### config.mk
export PLATFORM = sky130hd
export DESIGN_NAME = mrpf_ctrl
export DESIGN_NICKNAME = d
export VERILOG_FILES = /design/src/design/mrpf_pkg.sv /design/src/design/mrpf_ctrl.sv
export SDC_FILE = /design/constraint.sdc
export NUM_CORES = 1
export LEC_CHECK = 0
export CAP_MARGIN = 40
export CORE_UTILIZATION = 50
export DETAILED_ROUTE_END_ITERATION = 7
export DONT_BUFFER_PORTS = 1
export HOLD_SLACK_MARGIN = 0.05
export PLACE_DENSITY = 0.63
export SYNTH_ARGS = -nofsm -noshare
export SYNTH_HDL_FRONTEND = slang
export SYNTH_SLANG_ARGS = --single-unit
export TNS_END_PERCENT = 20
### constraint.sdc
create_clock -name clk -period 4.94 [get_ports clk]
set_input_delay 0.988 -clock clk [delete_from_list [all_inputs] [get_ports clk]]
set_output_delay 0.988 -clock clk [all_outputs]
set_load 0.1 [all_outputs]
### src/design/mrpf_pkg.sv
// Shared constants, widths and the controller-to-datapath command struct
// for the median radius point filter. No dependencies.
package mrpf_pkg;

  localparam int MAX_POINTS   = 64;
  localparam int AW           = $clog2(MAX_POINTS);
  localparam int CW           = $clog2(MAX_POINTS + 1);
  localparam int COORD_W      = 32;
  localparam int RADIUS_W     = 31;
  localparam int MED_W        = 33;
  localparam int MAG_W        = 34;
  localparam int HALF_W       = 17;
  localparam int PROD_W       = 2 * HALF_W;
  localparam int SQ_W         = 68;
  localparam int SUM_W        = 70;
  localparam int LIM_W        = 64;
  localparam int IDX_W        = 6;

  localparam logic [RADIUS_W-1:0] RADIUS_RESET = RADIUS_W'(1000000);

  typedef struct packed {
    logic          wr_en;
    logic [AW-1:0] addr;
    logic          cand_ld;
    logic          cnt_clr;
    logic          cmp_en;
    logic          decide;
    logic          med_ld;
    logic [CW-1:0] n;
    logic          diff_en;
    logic          mul_en;
    logic          sq_en;
    logic          keep_en;
  } mrpf_cmd_t;

  typedef struct packed {
    logic keep;
  } mrpf_stat_t;

endpackage

### src/design/mrpf_ctrl.sv
// Controller: load, median rank sweeps and verdict sequencing, plus the
// result register. Depends on mrpf_pkg.
module mrpf_ctrl (
  input  logic                          clk,
  input  logic                          rst_n,
  input  logic                          in_valid,
  output logic                          in_ready,
  input  logic                          final_point,
  output logic                          out_valid,
  input  logic                          out_ready,
  output logic [mrpf_pkg::IDX_W-1:0]    point_index,
  output logic                          last_verdict,
  output mrpf_pkg::mrpf_cmd_t           cmd
);
  import mrpf_pkg::*;

  typedef enum logic [3:0] {
    S_LOAD, S_CAND, S_LATCH, S_SWEEP, S_DRAIN, S_DECIDE, S_MED,
    S_VRD, S_VDIFF, S_VMUL, S_VSQ, S_VKEEP, S_VOUT
  } state_t;

  state_t        state_r, state_nxt;
  logic [CW-1:0] cnt_r, cnt_nxt, i_r, i_nxt, j_r, j_nxt;
  logic          cmp_vld_r, cmp_vld_nxt;
  logic          out_valid_r, out_valid_nxt;
  logic [IDX_W-1:0] idx_r, idx_nxt;
  logic          last_r, last_nxt;
  logic          i_last;

  assign i_last = (i_r == cnt_r - CW'(1));

  always_comb begin
    state_nxt     = state_r;
    cnt_nxt       = cnt_r;
    i_nxt         = i_r;
    j_nxt         = j_r;
    cmp_vld_nxt   = 1'b0;
    out_valid_nxt = out_valid_r;
    idx_nxt       = idx_r;
    last_nxt      = last_r;
    in_ready      = 1'b0;
    cmd           = '0;
    cmd.n         = cnt_r;
    cmd.cmp_en    = cmp_vld_r;
    cmd.addr      = i_r[AW-1:0];
    case (state_r)
      S_LOAD: begin
        in_ready   = 1'b1;
        cmd.addr   = cnt_r[AW-1:0];
        cmd.wr_en  = in_valid;
        if (in_valid) begin
          cnt_nxt = cnt_r + CW'(1);
          if (final_point || cnt_r == CW'(MAX_POINTS - 1)) begin
            i_nxt     = '0;
            state_nxt = S_CAND;
          end
        end
      end
      S_CAND: state_nxt = S_LATCH;
      S_LATCH: begin
        cmd.cand_ld = 1'b1;
        cmd.cnt_clr = 1'b1;
        j_nxt       = '0;
        state_nxt   = S_SWEEP;
      end
      S_SWEEP: begin
        cmd.addr    = j_r[AW-1:0];
        cmp_vld_nxt = 1'b1;
        j_nxt       = j_r + CW'(1);
        if (j_r == cnt_r - CW'(1)) state_nxt = S_DRAIN;
      end
      S_DRAIN: state_nxt = S_DECIDE;
      S_DECIDE: begin
        cmd.decide = 1'b1;
        if (i_last) begin
          i_nxt     = '0;
          state_nxt = S_MED;
        end else begin
          i_nxt     = i_r + CW'(1);
          state_nxt = S_CAND;
        end
      end
      S_MED: begin
        cmd.med_ld = 1'b1;
        state_nxt  = S_VRD;
      end
      S_VRD: state_nxt = S_VDIFF;
      S_VDIFF: begin
        cmd.diff_en = 1'b1;
        state_nxt   = S_VMUL;
      end
      S_VMUL: begin
        cmd.mul_en = 1'b1;
        state_nxt  = S_VSQ;
      end
      S_VSQ: begin
        cmd.sq_en = 1'b1;
        state_nxt = S_VKEEP;
      end
      S_VKEEP: begin
        cmd.keep_en   = 1'b1;
        out_valid_nxt = 1'b1;
        idx_nxt       = i_r[IDX_W-1:0];
        last_nxt      = i_last;
        state_nxt     = S_VOUT;
      end
      S_VOUT: begin
        if (out_ready) begin
          out_valid_nxt = 1'b0;
          if (i_last) begin
            cnt_nxt   = '0;
            state_nxt = S_LOAD;
          end else begin
            i_nxt     = i_r + CW'(1);
            state_nxt = S_VRD;
          end
        end
      end
      default: state_nxt = S_LOAD;
    endcase
  end

  always_ff @(posedge clk) begin
    if (!rst_n) begin
      state_r     <= S_LOAD;
      cnt_r       <= '0;
      i_r         <= '0;
      j_r         <= '0;
      cmp_vld_r   <= 1'b0;
      out_valid_r <= 1'b0;
      idx_r       <= '0;
      last_r      <= 1'b0;
    end else begin
      state_r     <= state_nxt;
      cnt_r       <= cnt_nxt;
      i_r         <= i_nxt;
      j_r         <= j_nxt;
      cmp_vld_r   <= cmp_vld_nxt;
      out_valid_r <= out_valid_nxt;
      idx_r       <= idx_nxt;
      last_r      <= last_nxt;
    end
  end

  assign out_valid    = out_valid_r;
  assign point_index  = idx_r;
  assign last_verdict = last_r;

endmodule

# Word-level counts from Yosys, hierarchy flattened

Index checks and enable logic that the tools add are counted.

Register bits after elaboration: 34
Bits of input ports: 5
Output and inout port bits: 32
Logic and storage cells: 74

$add $sub $neg: 4
Eq/ne operators: 21
Muxes and demuxes: 31
Reduce and logical (&&, ||, !) cells: 10

Operators with widths:

| cell                                                 | count |
|---|---|
| 2-to-1 mux 7 bit                                     | 8 |
| one-hot mux 4 bit (13 select lines)                  | 1 |
| one-hot mux 7 bit (2 select lines)                   | 2 |
| adder 7 x 1 -> 7 bit (second input constant)         | 3 |
| one-hot mux 7 bit (3 select lines)                   | 1 |
| equality test 4 bit (second input constant)          | 5 |
| equality test 4 x 3 -> 1 bit (second input constant) | 4 |
| 2-to-1 mux 4 bit                                     | 4 |
| equality test 7 bit                                  | 2 |
| != test 2 bit (second input constant)                | 6 |
| one-hot mux 6 bit (2 select lines)                   | 1 |
| 2-to-1 mux 1 bit                                     | 10 |
| equality test 4 x 2 -> 1 bit (second input constant) | 2 |
| AND reduction 4 bit                                  | 2 |
| equality test 7 x 6 -> 1 bit (second input constant) | 1 |
| subtractor 7 x 1 -> 7 bit (second input constant)    | 1 |
| 2-to-1 mux 3 bit                                     | 2 |
| nonzero test 2 bit                                   | 3 |
| AND reduction 5 bit                                  | 1 |
| equality test 4 x 1 -> 1 bit (second input constant) | 1 |
| logical NOT 4 bit                                    | 1 |
| nonzero test 3 bit                                   | 1 |
| 2-to-1 mux 2 bit                                     | 1 |
| one-hot mux 1 bit (2 select lines)                   | 1 |
| other kinds (2)                                      | 2 |

# Longest topological paths before layout

Depth in word-level cells: 5
Mapped depth: 9
Gate-level depth less buffers: 8

# Least setup slack after synthesis

No wires, ideal clock.

Path kind: register -> output
From: register state_r[2]
To: output port cmd[15] (netlist name)
Data arrival time: 3474 ps
Data required time: 3952 ps
Setup slack: 478 ps
Stages on the path, launching flop included: 6
Buffers on the path: 3
Path through: dfxtp_1 > buf_2 > buf_2 > nand2b_1 > nor3_1 > buf_4

RTL lines:

| what                   | RTL line         | text |
|---|---|---|
| start, declared        | mrpf_ctrl.sv:22  | `state_t state_r, state_nxt;` |
| start signal, assigned | mrpf_ctrl.sv:134 | `state_r <= state_nxt;` |
| end, declared          | mrpf_ctrl.sv:13  | `output mrpf_pkg::mrpf_cmd_t cmd` |

==> qor.log <==
[run_status] status finished, final reports clean
[global_routing] Overall Global Routing Usage 0.239
[finish] footprint of the multi-input gates 1460 um2
[pwr] VDD IR max 153 uV
[floorplanning] number of core rows 24
[clock_tree] post-CTS repair timing setup buffer count 0
[synth] cell count after synthesis 290
[finish] area growth from synthesis to layout 26.1%
[worst_hold_path] type of the most critical hold path flop to flop
[global_routing] overall overflow remaining after global route 0
[synth] Post-Syn Area per Cell 7.79 um2
[global_routing] largest net degree at the start of global routing 20
[synth] synthesized-area fraction occupied by ao, oa, aoi and oai cells 0.218
[synth] Synth Cell Area 2260 um2
[finish] number of nets in the layout 317
[pwr] switching power 0.291 mW
[setup_path] critical path required time 3.95 ns
[floorplanning] die area 4790 um2
[synth] fraction of synthesized cell area in xor and xnor cells 0.109
[timing] maximum achievable frequency 268 MHz
[worst_hold_path] Hold Startpoint point_index[0]
[routing] final routed DRC violation total 0
[setup_path] slack of the worst reg-to-reg path 1.95 ns
[synth] fraction of synthesized area in multiplexers 0
[synth] main flop type after synthesis dfxtp_1
[place] gpl congestion 0.907
[timing] final period utilization 0.755
[floorplanning] x dimension of the die 69.2 um
[setup_path] maximum fanout along the worst path 15
[synth] Syn Nets 299
[finish] FILL cells 364
[job] max_cap viols 0
[synth] async set or reset register ratio after synthesis 0
[global_routing] wire length of the first global-routing pass 9.30 mm
[worst_hold_path] worst hold stages 2
[pwr] switching part of the total 0.376
[floorplanning] number of primary I/O pins 37
[timing] worst clock skew 0.00814 ns
[timing] endpoints failing hold 0
[synth] cell taking the most area after synthesis dfxtp_1
[timing] setup repair after global routing missed its margin false
[clock_tree] TritonCTS clock tree built
[synth] most numerous cell types in the synthesized netlist nand2_1, dfxtp_1, nor2_1
[global_routing] number of antenna violations at the first check in global routing 0
[worst_hold_path] Hold EP point_index[0]
[setup_path] type of element capturing the critical path output pin
[clock_tree] number of cells upsized or downsized after cts 0
[synth] main combinational cell family by area after synthesis simple AND/OR/NAND/NOR gates
[global_routing] met3 global-route usage 0.0451
[synth] share of the synthesized area in the top cell type 0.301
[setup_path] critical path start-end classification flop to output pin
[routing] Vias per Instance 5.77
[routing] number of detailed-routing iterations run before antenna repair 4
[synth] most frequent cell after synthesis nand2_1
[synth] number of warnings printed during yosys synthesis 0
[global_routing] global-route track usage on met1 0.330
[synth] Cell variety after synth 54
[clock_tree] clock-pin transition on the worst setup and hold timing paths 0.07 ns
[floorplanning] Die Span Y 69.2 um
[setup_path] CP arrival 2.74 ns
[pwr] pwr dens 272 nW/um2
[place] port buffer count 0
[global_routing] routing usage on met2 0.373
[clock_tree] Clock Root Buffer clkbuf_8
[pwr] Combinational Power Share 0.338
[synth] post-synthesis register bit count 34
[setup_path] FF-to-FF Start cnt_r[0]
[finish] proportion of layout cells with a drive suffix above 1 0.214
[pwr] internal power 0.483 mW
[pwr] sequential cell fraction of total power 0.389
[timing] final number of max-transition violations 0
[global_routing] vias in the first global route 1,945
[clock_tree] number of buffers inserted during clock tree synthesis 5
[routing] number of nets with antenna violations after routing 0
[timing] crit path time final 3.73 ns
[place] post-detailed-placement half-perimeter wirelength 4.08 mm
[timing] worst rel slew slack 0.403
[synth] Post-synth EDFFs 0
[routing] detailed-route wire length 5.54 mm
[pwr] overall power of the completed layout 0.775 mW
[synth] sequential fraction of the synthesis area 0.301
[clock_tree] maximum root-to-sink buffer count 2
[setup_path] kind of launch point of the worst setup path flop
[clock_tree] H-tree depth reported by CTS 2
[timing] Total Neg Setup Slack 0 ns
[floorplanning] Initial Utilization 0.519
[clock_tree] clock latency reported for the late side of the worst-skew pair 0.28 ns
[clock_tree] clock sink count 34
[synth] simple-gate portion of the synthesized area 0.285
[setup_path] endpoint of the worst-slack reg-to-reg timing path i_r[6]
[finish] fin util 0.655
[finish] sequential cell area 681 um2
[finish] ant diodes 0
[global_routing] Top Usage Layer GRT met2
[routing] count of vias placed by the detailed router 2,084
[setup_path] worst r2r path cells 8
[synth] largest cells by area after synthesis dfxtp_1, nand2_1, xor2_1
[pwr] leakage power figure 1.14 nW
[routing] number of DRC markers after the initial detailed-route iteration 123
[floorplanning] core area 4350 um2
[timing] pin slew with the least headroom to its limit 0.892 ns
[routing] average detailed-routed wire length per instance 15.3 um
[timing] Final setup viols 0
[pwr] share of power burned in the clock network 0.273
[synth] adder and majority gate portion of the synthesized area 0.0221
[clock_tree] hold bufs inserted after CTS 0
-- power by group through the flow --
stage / Combinational (mW) / Sequential, mW / Clock, mW
after floorplan: 0.197 / 0.316 / 0
after global placement: 0.242 / 0.308 / 0
after detailed placement: 0.260 / 0.308 / 0
after CTS: 0.262 / 0.301 / 0.216
after global routing: 0.278 / 0.303 / 0.230
final: 0.262 / 0.302 / 0.212
-- how the worst max path moves through the flow --
stage / startpoint / to / slack (ns) / cells after the start
floorplan: state_r[2] / cmd[15] / 0.48 / 5
global placement: state_r[1] / cmd[16] / 1.32 / 5
detailed placement: state_r[1] / cmd[19] / 1.55 / 6
CTS: state_r[1] / cmd[19] / 1.24 / 6
global route: state_r[1] / cmd[17] / 0.99 / 6
finish: state_r[1] / cmd[19] / 1.21 / 6
-- flip-flops by register name (all words and copies together) (netlist names) --
signal        flops
cmp_vld_r         1
point_index       6
i_r               7
state_r           4
out_valid         1
last_verdict      1
cnt_r             7
j_r               7
-- per-layer routing --
| metal | vias up | share of wire |
|---|---|---|
| met5 | - | 0 |
| met4 | 0 | 0.013 |
| met3 | 7 | 0.065 |
| met2 | 78 | 0.46 |
| met1 | 962 | 0.46 |
| li1 | 1037 | - |
-- stage by stage --
step / cell area, um2 / setup slack, ns / hold WS [ns] / std cells
final: 2850 / 1.21 / 0.482 / 361
after CTS: 2850 / 1.24 / 0.484 / 361
after detailed placement: 2760 / 1.55 / 0.475 / 353
after global routing: 2850 / 0.985 / 0.523 / 361
after floorplan: 2260 / 0.478 / 0.484 / 290
after global placement: 2410 / 1.32 / 0.550 / 333
-- area by class of cell --
class	count	area share
multi-input combinational	228	0.511
sequential	34	0.239
timing repair buffer	33	0.188
clock buffer	7	0.0303
tap	52	0.0228
inverter	6	0.00790
clock inverter	1	0.00176
-- worst max-delay path, stage by stage (launching register included) --
cell and delay (ns):
dfxtp_1 0.66, nand2b_1 0.32, nor2_1 0.76, nor2_1 0.29
nand2_1 0.15, nand2_1 0.09, buf_8 0.19
-- cells by family after synthesis --
logic type      after synthesis
simple gates                126
compound gates               70
flops                        34
xor+xnor                     28
buf+inv                      28
fa+ha+maj                     4
-- placed cells by master (no fill, tap or decap), types with 7 or more instances in the layout --
cell     instances
nand2_1         43
dfxtp_1         34
nor2_1          32
a21oi_1         22
xor2_1          18
buf_8           16
o21ai_0         14
xnor2_1         10
buf_4            8
nand3_1          7
No activity file was read; power rests on OpenSTA's default activity.
